$ cat src/design/pim_pkg.sv
// shared constants, codes and types for the priority inheritance mutex
package pim_pkg;

  localparam int MaxWaiters = 16;
  localparam int TaskIdBits = 5;
  localparam int PrioBits   = 8;
  localparam int IdxBits    = (MaxWaiters > 1) ? $clog2(MaxWaiters) : 1;
  localparam int CntBits    = $clog2(MaxWaiters + 1);
  localparam int EntryBits  = TaskIdBits + 2 * PrioBits;

  localparam logic [1:0] KIND_LOCK    = 2'd0;
  localparam logic [1:0] KIND_UNLOCK  = 2'd1;
  localparam logic [1:0] KIND_TIMEOUT = 2'd2;
  localparam logic [1:0] KIND_DELETE  = 2'd3;

  localparam logic [3:0] ST_OK        = 4'd0;
  localparam logic [3:0] ST_UNAVAIL   = 4'd1;
  localparam logic [3:0] ST_QUEUED    = 4'd2;
  localparam logic [3:0] ST_ILLEGAL   = 4'd3;
  localparam logic [3:0] ST_TIMEDOUT  = 4'd4;
  localparam logic [3:0] ST_OWNER     = 4'd5;
  localparam logic [3:0] ST_RELEASED  = 4'd6;
  localparam logic [3:0] ST_FULL      = 4'd7;
  localparam logic [3:0] ST_NOTQUEUED = 4'd8;

  typedef struct packed {
    logic [1:0]            kind;
    logic [TaskIdBits-1:0] task_id;
    logic [PrioBits-1:0]   task_prio;
    logic [PrioBits-1:0]   task_base_prio;
    logic                  may_wait;
  } req_t;

  typedef struct packed {
    logic [3:0]            status;
    logic [TaskIdBits-1:0] subject_task;
    logic                  woken_valid;
    logic [TaskIdBits-1:0] woken_task;
    logic                  owner_valid;
    logic [TaskIdBits-1:0] owner_id;
    logic [PrioBits-1:0]   owner_prio;
    logic                  last;
  } rsp_t;

  // controller -> datapath
  typedef struct packed {
    logic load;      // latch request
    logic scan_rd;   // read entry at scan index
    logic scan_clr;  // reset scan index
    logic scan_step; // advance scan index
    logic lock_now;  // take ownership (free mutex)
    logic push;      // append request at tail
    logic inherit;   // owner inherits request priority
    logic mark;      // keep prio of the matched waiter
    logic pop_head;  // latch head as new owner (unlock)
    logic shift;     // write scanned entry one place down
    logic min_init_own;  // min starts at owner base
    logic min_init_head; // min starts at head prio
    logic min_upd;   // fold entry into min
    logic set_eff;   // owner_eff from min
    logic set_eff_np;// owner_eff = head prio
    logic dec;       // waiter_count--
    logic unlock_own;// clear owner registers
    logic clear_q;   // empty the queue
    logic out_load;
    logic [3:0] out_status;
    logic out_sel_entry; // subject from scanned entry
    logic out_woken;
    logic out_last;
  } cmd_t;

  // datapath -> controller
  typedef struct packed {
    logic kind_lock;
    logic kind_unlock;
    logic kind_timeout;
    logic locked;
    logic is_owner;
    logic may_wait;
    logic full;
    logic empty;
    logic scan_done;   // scan index reached count
    logic entry_match; // registered entry id equals request id
    logic eff_eq_wp;   // owner eff equals removed waiter prio
    logic inherit_en;
  } sts_t;

endpackage

$ cat src/design/pim_if.sv
// valid/ready channel interfaces
interface pim_req_if import pim_pkg::*; ();
  logic valid;
  logic ready;
  req_t data;
  modport source (output valid, output data, input ready);
  modport sink (input valid, input data, output ready);
endinterface

interface pim_rsp_if import pim_pkg::*; ();
  logic valid;
  logic ready;
  rsp_t data;
  modport source (output valid, output data, input ready);
  modport sink (input valid, input data, output ready);
endinterface

$ cat src/design/pim_ram.sv
// generic single-port-write ram with registered read
module pim_ram #(
  parameter int Width = 8,
  parameter int Depth = 16
) (
  input  logic                     clk,
  input  logic                     we,
  input  logic [$clog2(Depth)-1:0] waddr,
  input  logic [Width-1:0]         wdata,
  input  logic                     re,
  input  logic [$clog2(Depth)-1:0] raddr,
  output logic [Width-1:0]         rdata
);
  logic [Width-1:0] mem [Depth];

  always_ff @(posedge clk) begin
    if (we) begin
      mem[waddr] <= wdata;
    end
    if (re) begin
      rdata <= mem[raddr];
    end
  end
endmodule

$ cat src/design/pim_datapath.sv
// datapath: owner registers, wait queue memory, scan index and minimum
module pim_datapath import pim_pkg::*; (
  input  logic       clk,
  input  logic       rst,
  input  logic       cfg_we,
  input  logic       cfg_data,
  input  req_t       in_data,
  input  cmd_t       cmd,
  output sts_t       sts,
  output rsp_t       rsp
);
  req_t                  req;
  logic                  inherit_en;
  logic                  locked;
  logic [TaskIdBits-1:0] owner_task;
  logic [PrioBits-1:0]   owner_eff;
  logic [PrioBits-1:0]   owner_orig;
  logic [CntBits-1:0]    count;
  logic [CntBits-1:0]    idx;      // address being read
  logic [PrioBits-1:0]   wp;
  logic [PrioBits-1:0]   minp;
  logic [EntryBits-1:0]  rdata;
  logic                  we;
  logic [IdxBits-1:0]    waddr;
  logic [EntryBits-1:0]  wdata;
  logic [TaskIdBits-1:0] e_id;
  logic [PrioBits-1:0]   e_prio;
  logic [PrioBits-1:0]   e_base;
  logic [CntBits-1:0]    dst;

  assign {e_id, e_prio, e_base} = rdata;
  // entry on rdata sits at idx - 1, its new place one below
  assign dst = idx - CntBits'(2);

  // write: push at tail, or shift the entry just read one place down
  always_comb begin
    we    = cmd.push | cmd.shift;
    waddr = cmd.push ? count[IdxBits-1:0] : dst[IdxBits-1:0];
    wdata = cmd.push ? {req.task_id, req.task_prio, req.task_base_prio} : rdata;
  end

  pim_ram #(.Width(EntryBits), .Depth(MaxWaiters)) u_ram (
    .clk   (clk),
    .we    (we),
    .waddr (waddr),
    .wdata (wdata),
    .re    (cmd.scan_rd),
    .raddr (idx[IdxBits-1:0]),
    .rdata (rdata)
  );

  always_ff @(posedge clk) begin
    if (cmd.load) begin
      req <= in_data;
    end
    if (cmd.min_init_own) begin
      minp <= owner_orig;
    end else if (cmd.min_init_head) begin
      minp <= e_prio;
    end else if (cmd.min_upd && e_prio < minp) begin
      minp <= e_prio;
    end
    if (cmd.out_load) begin
      rsp.status       <= cmd.out_status;
      rsp.subject_task <= cmd.out_sel_entry ? e_id : req.task_id;
      rsp.woken_valid  <= cmd.out_woken;
      rsp.woken_task   <= cmd.out_woken ? owner_task : '0;
      rsp.owner_valid  <= locked;
      rsp.owner_id     <= locked ? owner_task : '0;
      rsp.owner_prio   <= locked ? owner_eff : '0;
      rsp.last         <= cmd.out_last;
    end
  end

  always_ff @(posedge clk) begin
    if (rst) begin
      inherit_en <= 1'b1;
      locked     <= 1'b0;
      owner_task <= '0;
      owner_eff  <= '0;
      owner_orig <= '0;
      count      <= '0;
      idx        <= '0;
      wp         <= '0;
    end else begin
      if (cfg_we) begin
        inherit_en <= cfg_data;
      end
      if (cmd.scan_clr) begin
        idx <= '0;
      end else if (cmd.scan_step) begin
        idx <= idx + CntBits'(1);
      end
      if (cmd.mark) begin
        wp <= e_prio;
      end
      if (cmd.lock_now) begin
        locked     <= 1'b1;
        owner_task <= req.task_id;
        owner_eff  <= req.task_prio;
        owner_orig <= req.task_base_prio;
      end
      if (cmd.push) begin
        count <= count + CntBits'(1);
      end
      if (cmd.inherit && inherit_en && owner_eff > req.task_prio) begin
        owner_eff <= req.task_prio;
      end
      if (cmd.pop_head) begin
        owner_task <= e_id;
        owner_orig <= e_base;
      end
      if (cmd.set_eff) begin
        owner_eff <= minp;
      end
      if (cmd.set_eff_np) begin
        owner_eff <= e_prio;
      end
      if (cmd.dec) begin
        count <= count - CntBits'(1);
      end
      if (cmd.unlock_own) begin
        locked     <= 1'b0;
        owner_task <= '0;
        owner_eff  <= '0;
        owner_orig <= '0;
      end
      if (cmd.clear_q) begin
        count <= '0;
      end
    end
  end

  assign sts.kind_lock    = req.kind == KIND_LOCK;
  assign sts.kind_unlock  = req.kind == KIND_UNLOCK;
  assign sts.kind_timeout = req.kind == KIND_TIMEOUT;
  assign sts.locked       = locked;
  assign sts.is_owner     = owner_task == req.task_id;
  assign sts.may_wait     = req.may_wait;
  assign sts.full         = count >= CntBits'(MaxWaiters);
  assign sts.empty        = count == '0;
  assign sts.scan_done    = idx >= count;
  assign sts.entry_match  = e_id == req.task_id;
  assign sts.eff_eq_wp    = owner_eff == wp;
  assign sts.inherit_en   = inherit_en;
endmodule

$ cat src/design/pim_ctrl.sv
// controller state machine sequencing the queue scans
module pim_ctrl import pim_pkg::*; (
  input  logic clk,
  input  logic rst,
  input  logic in_valid,
  output logic in_ready,
  output logic out_valid,
  input  logic out_ready,
  input  sts_t sts,
  output cmd_t cmd
);
  localparam logic [3:0] S_IDLE    = 4'd0;
  localparam logic [3:0] S_DISP    = 4'd1;
  localparam logic [3:0] S_FIND    = 4'd2;  // lock / timeout search
  localparam logic [3:0] S_TOSHIFT = 4'd3;  // timeout: close the gap
  localparam logic [3:0] S_TOMIN   = 4'd4;
  localparam logic [3:0] S_TOMIN2  = 4'd5;
  localparam logic [3:0] S_MINSCAN = 4'd6;
  localparam logic [3:0] S_SETEFF  = 4'd7;
  localparam logic [3:0] S_HEAD    = 4'd8;  // unlock: head data ready
  localparam logic [3:0] S_SHIFT   = 4'd9;  // shift down + min
  localparam logic [3:0] S_SHLAST  = 4'd10;
  localparam logic [3:0] S_DEL     = 4'd11;
  localparam logic [3:0] S_OUT     = 4'd12;

  logic [3:0] state, state_next;
  logic [3:0] status, status_next;
  logic       woke, woke_next;
  logic       busy;
  logic       slot;

  assign out_valid = busy;
  assign in_ready  = state == S_IDLE;
  // one result register: a new result loads only once the old is gone
  assign slot      = !busy || out_ready;

  always_ff @(posedge clk) begin
    if (rst) begin
      state  <= S_IDLE;
      status <= ST_OK;
      woke   <= 1'b0;
      busy   <= 1'b0;
    end else begin
      state  <= state_next;
      status <= status_next;
      woke   <= woke_next;
      if (cmd.out_load) begin
        busy <= 1'b1;
      end else if (out_ready) begin
        busy <= 1'b0;
      end
    end
  end

  always_comb begin
    cmd         = '0;
    state_next  = state;
    status_next = status;
    woke_next   = woke;
    case (state)
      S_IDLE: begin
        if (in_valid) begin
          cmd.load     = 1'b1;
          cmd.scan_clr = 1'b1;
          woke_next    = 1'b0;
          state_next   = S_DISP;
        end
      end
      S_DISP: begin
        if (sts.kind_lock) begin
          if (!sts.locked) begin
            cmd.lock_now = 1'b1;
            status_next  = ST_OK;
            state_next   = S_OUT;
          end else if (sts.is_owner) begin
            status_next = ST_OWNER;
            state_next  = S_OUT;
          end else if (sts.empty) begin
            state_next = S_OUT;
            if (!sts.may_wait) begin
              status_next = ST_UNAVAIL;
            end else begin
              cmd.push    = 1'b1;
              cmd.inherit = 1'b1;
              status_next = ST_QUEUED;
            end
          end else begin
            cmd.scan_rd   = 1'b1;
            cmd.scan_step = 1'b1;
            state_next    = S_FIND;
          end
        end else if (sts.kind_unlock) begin
          status_next = ST_OK;
          if (!sts.locked) begin
            state_next = S_OUT;
          end else if (!sts.is_owner) begin
            status_next = ST_ILLEGAL;
            state_next  = S_OUT;
          end else if (sts.empty) begin
            cmd.unlock_own = 1'b1;
            state_next     = S_OUT;
          end else begin
            cmd.scan_rd   = 1'b1;
            cmd.scan_step = 1'b1;
            woke_next     = 1'b1;
            state_next    = S_HEAD;
          end
        end else if (sts.kind_timeout) begin
          if (sts.locked && sts.is_owner) begin
            status_next = ST_OK;
            state_next  = S_OUT;
          end else if (sts.empty) begin
            status_next = ST_NOTQUEUED;
            state_next  = S_OUT;
          end else begin
            cmd.scan_rd   = 1'b1;
            cmd.scan_step = 1'b1;
            state_next    = S_FIND;
          end
        end else begin
          // delete: released beats already show the mutex unlocked
          cmd.unlock_own = 1'b1;
          if (sts.empty) begin
            status_next = ST_OK;
            state_next  = S_OUT;
          end else begin
            cmd.scan_rd   = 1'b1;
            cmd.scan_step = 1'b1;
            state_next    = S_DEL;
          end
        end
      end
      S_FIND: begin
        // entry at idx-1 is on rdata
        if (sts.entry_match) begin
          if (sts.kind_lock) begin
            status_next = ST_QUEUED;
            state_next  = S_OUT;
          end else begin
            cmd.mark    = 1'b1;
            status_next = ST_TIMEDOUT;
            if (!sts.scan_done) begin
              cmd.scan_rd   = 1'b1;
              cmd.scan_step = 1'b1;
              state_next    = S_TOSHIFT;
            end else begin
              state_next = S_TOMIN;
            end
          end
        end else if (!sts.scan_done) begin
          cmd.scan_rd   = 1'b1;
          cmd.scan_step = 1'b1;
        end else begin
          state_next = S_OUT;
          if (!sts.kind_lock) begin
            status_next = ST_NOTQUEUED;
          end else if (!sts.may_wait) begin
            status_next = ST_UNAVAIL;
          end else if (sts.full) begin
            status_next = ST_FULL;
          end else begin
            cmd.push    = 1'b1;
            cmd.inherit = 1'b1;
            status_next = ST_QUEUED;
          end
        end
      end
      S_TOSHIFT: begin
        cmd.shift = 1'b1;
        if (!sts.scan_done) begin
          cmd.scan_rd   = 1'b1;
          cmd.scan_step = 1'b1;
        end else begin
          state_next = S_TOMIN;
        end
      end
      S_TOMIN: begin
        cmd.dec = 1'b1;
        if (sts.inherit_en && sts.locked && sts.eff_eq_wp) begin
          cmd.scan_clr     = 1'b1;
          cmd.min_init_own = 1'b1;
          state_next       = S_TOMIN2;
        end else begin
          state_next = S_OUT;
        end
      end
      S_TOMIN2: begin
        if (!sts.scan_done) begin
          cmd.scan_rd   = 1'b1;
          cmd.scan_step = 1'b1;
          state_next    = S_MINSCAN;
        end else begin
          state_next = S_SETEFF;
        end
      end
      S_MINSCAN: begin
        // scan remaining entries for minimum
        cmd.min_upd = 1'b1;
        if (!sts.scan_done) begin
          cmd.scan_rd   = 1'b1;
          cmd.scan_step = 1'b1;
        end else begin
          state_next = S_SETEFF;
        end
      end
      S_SETEFF: begin
        cmd.set_eff = 1'b1;
        state_next  = S_OUT;
      end
      S_HEAD: begin
        cmd.pop_head      = 1'b1;
        cmd.min_init_head = 1'b1;
        if (!sts.inherit_en) begin
          cmd.set_eff_np = 1'b1;
        end
        if (!sts.scan_done) begin
          cmd.scan_rd   = 1'b1;
          cmd.scan_step = 1'b1;
          state_next    = S_SHIFT;
        end else begin
          state_next = S_SHLAST;
        end
      end
      S_SHIFT: begin
        cmd.shift   = 1'b1;
        cmd.min_upd = 1'b1;
        if (!sts.scan_done) begin
          cmd.scan_rd   = 1'b1;
          cmd.scan_step = 1'b1;
        end else begin
          state_next = S_SHLAST;
        end
      end
      S_SHLAST: begin
        cmd.dec = 1'b1;
        if (sts.inherit_en) begin
          cmd.set_eff = 1'b1;
        end
        state_next = S_OUT;
      end
      S_DEL: begin
        if (slot) begin
          cmd.out_load      = 1'b1;
          cmd.out_status    = ST_RELEASED;
          cmd.out_sel_entry = 1'b1;
          cmd.out_last      = sts.scan_done;
          if (!sts.scan_done) begin
            cmd.scan_rd   = 1'b1;
            cmd.scan_step = 1'b1;
          end else begin
            cmd.clear_q = 1'b1;
            state_next  = S_IDLE;
          end
        end
      end
      S_OUT: begin
        if (slot) begin
          cmd.out_load   = 1'b1;
          cmd.out_status = status;
          cmd.out_woken  = woke;
          cmd.out_last   = 1'b1;
          state_next     = S_IDLE;
        end
      end
      default: begin
        state_next = S_IDLE;
      end
    endcase
  end
endmodule

$ cat src/design/priority_inheritance_mutex.sv
// Priority inheritance mutex: one item at a time. Every item passes through
// idle and dispatch; a lock by the owner or on a free mutex then goes
// straight to the output state. A lock on a busy mutex compares the wait
// queue one entry per cycle through its registered-read memory; an unlock
// hands over to the head waiter and shifts the rest down; a timeout removes a
// waiter and, when inheritance is on and the owner held that waiter's
// priority, rescans the queue for the minimum; delete gives one released
// beat per cycle while the sink takes them. A result waiting on the sink
// holds the block.
// Configuration should be written only while the block is idle.
module priority_inheritance_mutex import pim_pkg::*; (
  input  logic   clk,
  input  logic   rst,
  input  logic   cfg_we,
  input  logic   cfg_data,
  pim_req_if.sink   in_ch,
  pim_rsp_if.source out_ch
);
  cmd_t cmd;
  sts_t sts;

  pim_ctrl u_ctrl (
    .clk       (clk),
    .rst       (rst),
    .in_valid  (in_ch.valid),
    .in_ready  (in_ch.ready),
    .out_valid (out_ch.valid),
    .out_ready (out_ch.ready),
    .sts       (sts),
    .cmd       (cmd)
  );

  pim_datapath u_dp (
    .clk      (clk),
    .rst      (rst),
    .cfg_we   (cfg_we),
    .cfg_data (cfg_data),
    .in_data  (in_ch.data),
    .cmd      (cmd),
    .sts      (sts),
    .rsp      (out_ch.data)
  );

  // a result never loads over one still waiting
  a_no_overwrite: assert property (@(posedge clk) disable iff (rst)
    out_ch.valid && !out_ch.ready |-> !cmd.out_load)
    else $error("result overwritten");

  // never append to a full queue
  a_push_ok: assert property (@(posedge clk) disable iff (rst)
    cmd.push |-> !sts.full)
    else $error("push into full queue");

  a_one_write: assert property (@(posedge clk) disable iff (rst)
    !(cmd.push && cmd.shift))
    else $error("two queue writes");
endmodule
$ cat src/flat_wrapper.sv
// flat-port wrapper written by rule: the top's interface ports become plain ports
module priority_inheritance_mutex_flat import pim_pkg::*;
  (clk, rst, cfg_we, cfg_data, in_ch_valid, in_ch_data, in_ch_ready, out_ch_valid, out_ch_data, out_ch_ready);
  pim_req_if in_ch_i ();
  pim_rsp_if out_ch_i ();
  input  logic clk;
  input  logic rst;
  input  logic cfg_we;
  input  logic cfg_data;
  input wire logic [$bits(in_ch_i.valid)-1:0] in_ch_valid;
  input wire logic [$bits(in_ch_i.data)-1:0] in_ch_data;
  output wire logic [$bits(in_ch_i.ready)-1:0] in_ch_ready;
  output wire logic [$bits(out_ch_i.valid)-1:0] out_ch_valid;
  output wire logic [$bits(out_ch_i.data)-1:0] out_ch_data;
  input wire logic [$bits(out_ch_i.ready)-1:0] out_ch_ready;
  assign in_ch_i.valid = in_ch_valid;
  assign in_ch_i.data = in_ch_data;
  assign in_ch_ready = in_ch_i.ready;
  assign out_ch_valid = out_ch_i.valid;
  assign out_ch_data = out_ch_i.data;
  assign out_ch_i.ready = out_ch_ready;
  priority_inheritance_mutex u_core (.clk(clk), .rst(rst), .cfg_we(cfg_we), .cfg_data(cfg_data), .in_ch(in_ch_i), .out_ch(out_ch_i));
endmodule
$ cat config.mk
export PLATFORM = sky130hd
export DESIGN_NAME = priority_inheritance_mutex_flat
export DESIGN_NICKNAME = d
export VERILOG_FILES = /design/src/design/pim_pkg.sv /design/src/design/pim_if.sv /design/src/design/pim_ram.sv /design/src/design/pim_datapath.sv /design/src/design/pim_ctrl.sv /design/src/design/priority_inheritance_mutex.sv /design/src/flat_wrapper.sv
export SDC_FILE = /design/constraint.sdc
export NUM_CORES = 1
export LEC_CHECK = 0
export BUFFER_PORTS_ARGS = -buffer_cell sky130_fd_sc_hd__buf_4
export CORE_MARGIN = 2
export CORE_UTILIZATION = 60
export DETAILED_ROUTE_END_ITERATION = 12
export GPL_TIMING_DRIVEN = 0
export PLACE_DENSITY = 0.87
export SYNTH_ARGS = -nofsm -noshare
export SYNTH_HDL_FRONTEND = slang
export SYNTH_SLANG_ARGS = --single-unit
$ cat constraint.sdc
create_clock -name clk -period 6 [get_ports clk]
set_input_delay 0.6 -clock clk [delete_from_list [all_inputs] [get_ports clk]]
set_output_delay 0.6 -clock clk [all_outputs]
set_load 0.02 [all_outputs]
==> flow_summary.ini <==
[finish]
nets = 1368
layoutNonFillerInstCount = 1792
design_area_sq_mm = 0.0228
syn_to_final_growth_pct = 14.6
n_fill_cell = 1957
drive_gt1_share_pct = 23.0
n_antenna_cell = 0

[floorplan]
start_util_pct = 61.1
die_h_microns = 186
core_sq_mm = 0.0326
die_x_microns = 186
die-area_sq_mm = 0.0347
ios = 62
rows = 66

[sta]
rsz0062_at_grt = false
slew_headroom_pct = 11.7
post-route-period-util_pct = 87.4
hold_viol = 0
setup_slack_ns = 0.755
tightest_slew_ns = 1.32
clock-skew-final_ns = 0.0243
fmax_ghz = 0.191
final.min_clock_period_ns = 5.24
slew_violations = 0
setup_viol_count_final = 0

[cts]
cts.sinks = 470
ctsLongestPathBuffers = 3
post_cts_buffers = 0
cts_buffers = 47
clkLatencyLatePin_ns = 0.57
cts-htree-levels = 2
cts_resized = 0
holdBufCountCts = 0
clk_pin_slew_worst_paths_ns = 0.06
cts-root-buf = clkbuf_16
cts_tree = yes

[drt]
avgRoutedWirePerCell_microns = 29.2
vias = 11900
drt_iter0_markers = 1436
wl_mm = 52.3
drtPass1Iterations = 5
ant_nets = 0
viasPerCell = 6.62
drc = 0

[logic_synthesis]
synth_edf_count = 419
synthesis.nets = 1251
postSynthCellCount = 1194
ys_warn_count = 0
seq_area_frac_synth_pct = 68.3
ys_types = 74
synthArstFlopShare_pct = 0
synth_ff_type = edfxtp_1
syn-mean-instance-area_sq_um = 16.7
synth_area_sq_mm = 0.0199
ys_ff_latch = 470

[placement]
place_inst = 1704
dp_hpwl_mm = 32.9
dpl_worst_slack_ns = 0.928
routabilityCongestion = 0.913
portBuffers = 60
post_dp_cell_area_sq_mm = 0.0213

[global_route]
grt_max_degree = 31
antenna_found_initial = 0
grt-ovfl-total = 0
grt_pass1_vias = 12300
grt_pass1_wl_mm = 77.3
grt_usage_pct = 31.3

[worst_setup_path]
worstPathArrival_ns = 5.42
critPathMaxFanout = 21
crit_top_cell = clkbuf_1
required_ns = 6.18
critPathBufInv = 3
crit_type = flip-flop to flip-flop
critPathMaxStageDelay_ns = 0.85
worstSetupEndpointType = flip-flop
cpLargestDelayFamily = compound AO/OA/AOI/OAI gates
path_cells = clkbuf_1 > clkbuf_1 > inv_1 > ha_1 > nor2b_1 > o21ai_0 > a31oi_2 > o32ai_4 > nand3_1 > o21ai_4
cp_slowest_cell = o21ai_4
critPathLaunchType = flip-flop

[power_and_ir_drop]
power_density_mw_per_mm2 = 428
internal-power_mw = 6.74
peakVddDrop_mv = 0.351
power.total_mw = 9.77
switchingPower_mw = 3.03
pwr-share-seq_pct = 44.6
p_leak_nw = 7.67
clock_power_share_pct = 30.5
swShare_pct = 31.0
combPwrFrac_pct = 24.8

[hold_path]
hold_class = input pin to flip-flop

[outcome]
status = finished, final reports clean

[run]
drv_cap = 0
-- cell usage after synthesis (22+ instances only) --
cell	instances	area, sq um
inv_1	29	109
o21ai_0	29	145
a21oi_1	24	120
nand2_1	107	402
nor2_1	51	191
dfxtp_1	51	1020
clkbuf_1	39	146
edfxtp_1	419	12600
ha_1	26	325
o211ai_1	23	173
mux4_2	105	2360
mux2i_1	39	390
and2_1	22	138
-- per-stage QoR --
stage                     util (%)  TNS, ns  hold WS (ns)
after CTS                     70.0        0         0.199
after global routing          70.0        0         0.201
final                         70.0        0         0.210
after floorplan                  -        0         0.406
after global placement        64.1  -156.08         0.450
after detailed placement      65.2        0         0.446
-- logic make-up (layout without fill, tap and decap cells) --
family,count (synthesis),count (layout),synth area share (%)
xor+xnor,23,23,1.01
buf+inv,92,248,1.84
flops,470,470,68.3
fa+ha+maj,27,27,1.73
compound gates,158,158,5.89
simple gates,266,266,6.60
mux,158,158,14.6
-- state kept, by name (all words and copies together) (netlist names), 5 cells and up --
signal / count
u_core.u_dp.owner_task: 5
u_core.u_dp.wp: 8
u_core.u_dp.owner_orig: 8
u_core.u_dp.req: 23
u_core.u_dp.count: 5
u_core.u_dp.u_ram.rdata: 21
u_core.u_dp.u_ram.mem: 336
u_core.u_dp.rsp: 30
u_core.u_dp.minp: 8
u_core.u_dp.owner_eff: 8
u_core.u_dp.idx: 5
-- area by class of cell --
type | count | area (sq um) | area share [%]
buffer | 63 | 258 | 1.13
clock buffer | 55 | 1240 | 5.42
clock inverter | 33 | 337 | 1.47
inverter | 29 | 109 | 0.477
multi-input combinational | 632 | 6120 | 26.8
sequential | 470 | 13600 | 59.6
tap | 442 | 553 | 2.42
timing repair buffer | 68 | 618 | 2.71
-- placed cells by master, fill, tap and decap left out, types with 14 or more instances in the layout --
| cell | count |
|---|---|
| dfxtp_1 | 51 |
| mux4_2 | 105 |
| clkbuf_1 | 45 |
| ha_1 | 26 |
| a211oi_1 | 14 |
| buf_4 | 62 |
| nor2_1 | 51 |
| a21oi_1 | 24 |
| clkbuf_16 | 48 |
| nand2_1 | 107 |
| mux2_2 | 14 |
| edfxtp_1 | 419 |
| and2_1 | 21 |
| clkinv_1 | 14 |
| o211ai_1 | 23 |
| mux2i_1 | 39 |
| inv_1 | 29 |
| o21ai_0 | 17 |
| buf_2 | 14 |
-- worst reg2reg max path: cells and delay by family, from the launching register on --
kind / cells / cell delay (ns)
AOI/OAI and AO/OA: 4 / 2.30
buffers and inverters: 3 / 1.37
adders and majority gates: 1 / 0.35
and+or+nand+nor: 2 / 0.40
DFF: 1 / 0.44
-- power by group through the flow --
stage          clock network (mW)  registers [mW]  logic (mW)
3_5_place_dp                    0            4.41        2.35
2_1_floorplan                   0            4.31        1.65
3_3_place_gp                    0            4.40        2.22
6_report                     2.98            4.36        2.42
4_1_cts                      3.00            4.35        2.39
5_1_grt                      3.11            4.38        2.61
-- worst paths after layout --
path / startpoint / endpoint / slack (ns) / depth (start not counted)
max reg2reg: u_core.u_dp.idx[0] / u_core.u_dp.u_ram.mem[10][12] / 0.76 / 10
max: u_core.u_dp.idx[0] / u_core.u_dp.u_ram.mem[10][12] / 0.76 / 10
min: in_ch_data[3] / u_core.u_dp.req[3] / 0.21 / 1
min reg2reg: u_core.u_dp.locked / u_core.u_dp.rsp[14] / 0.45 / 0
-- layer usage --
metal  up-vias  routed length [microns]  GRT usage (%)
met5         -                        0              0
li1       4956                        -              -
met1      5886                    18500           38.8
met4         0                     2350           13.6
met3       176                     4870           5.92
met2       839                    26600           54.2
(Power assumes the default switching activity.)
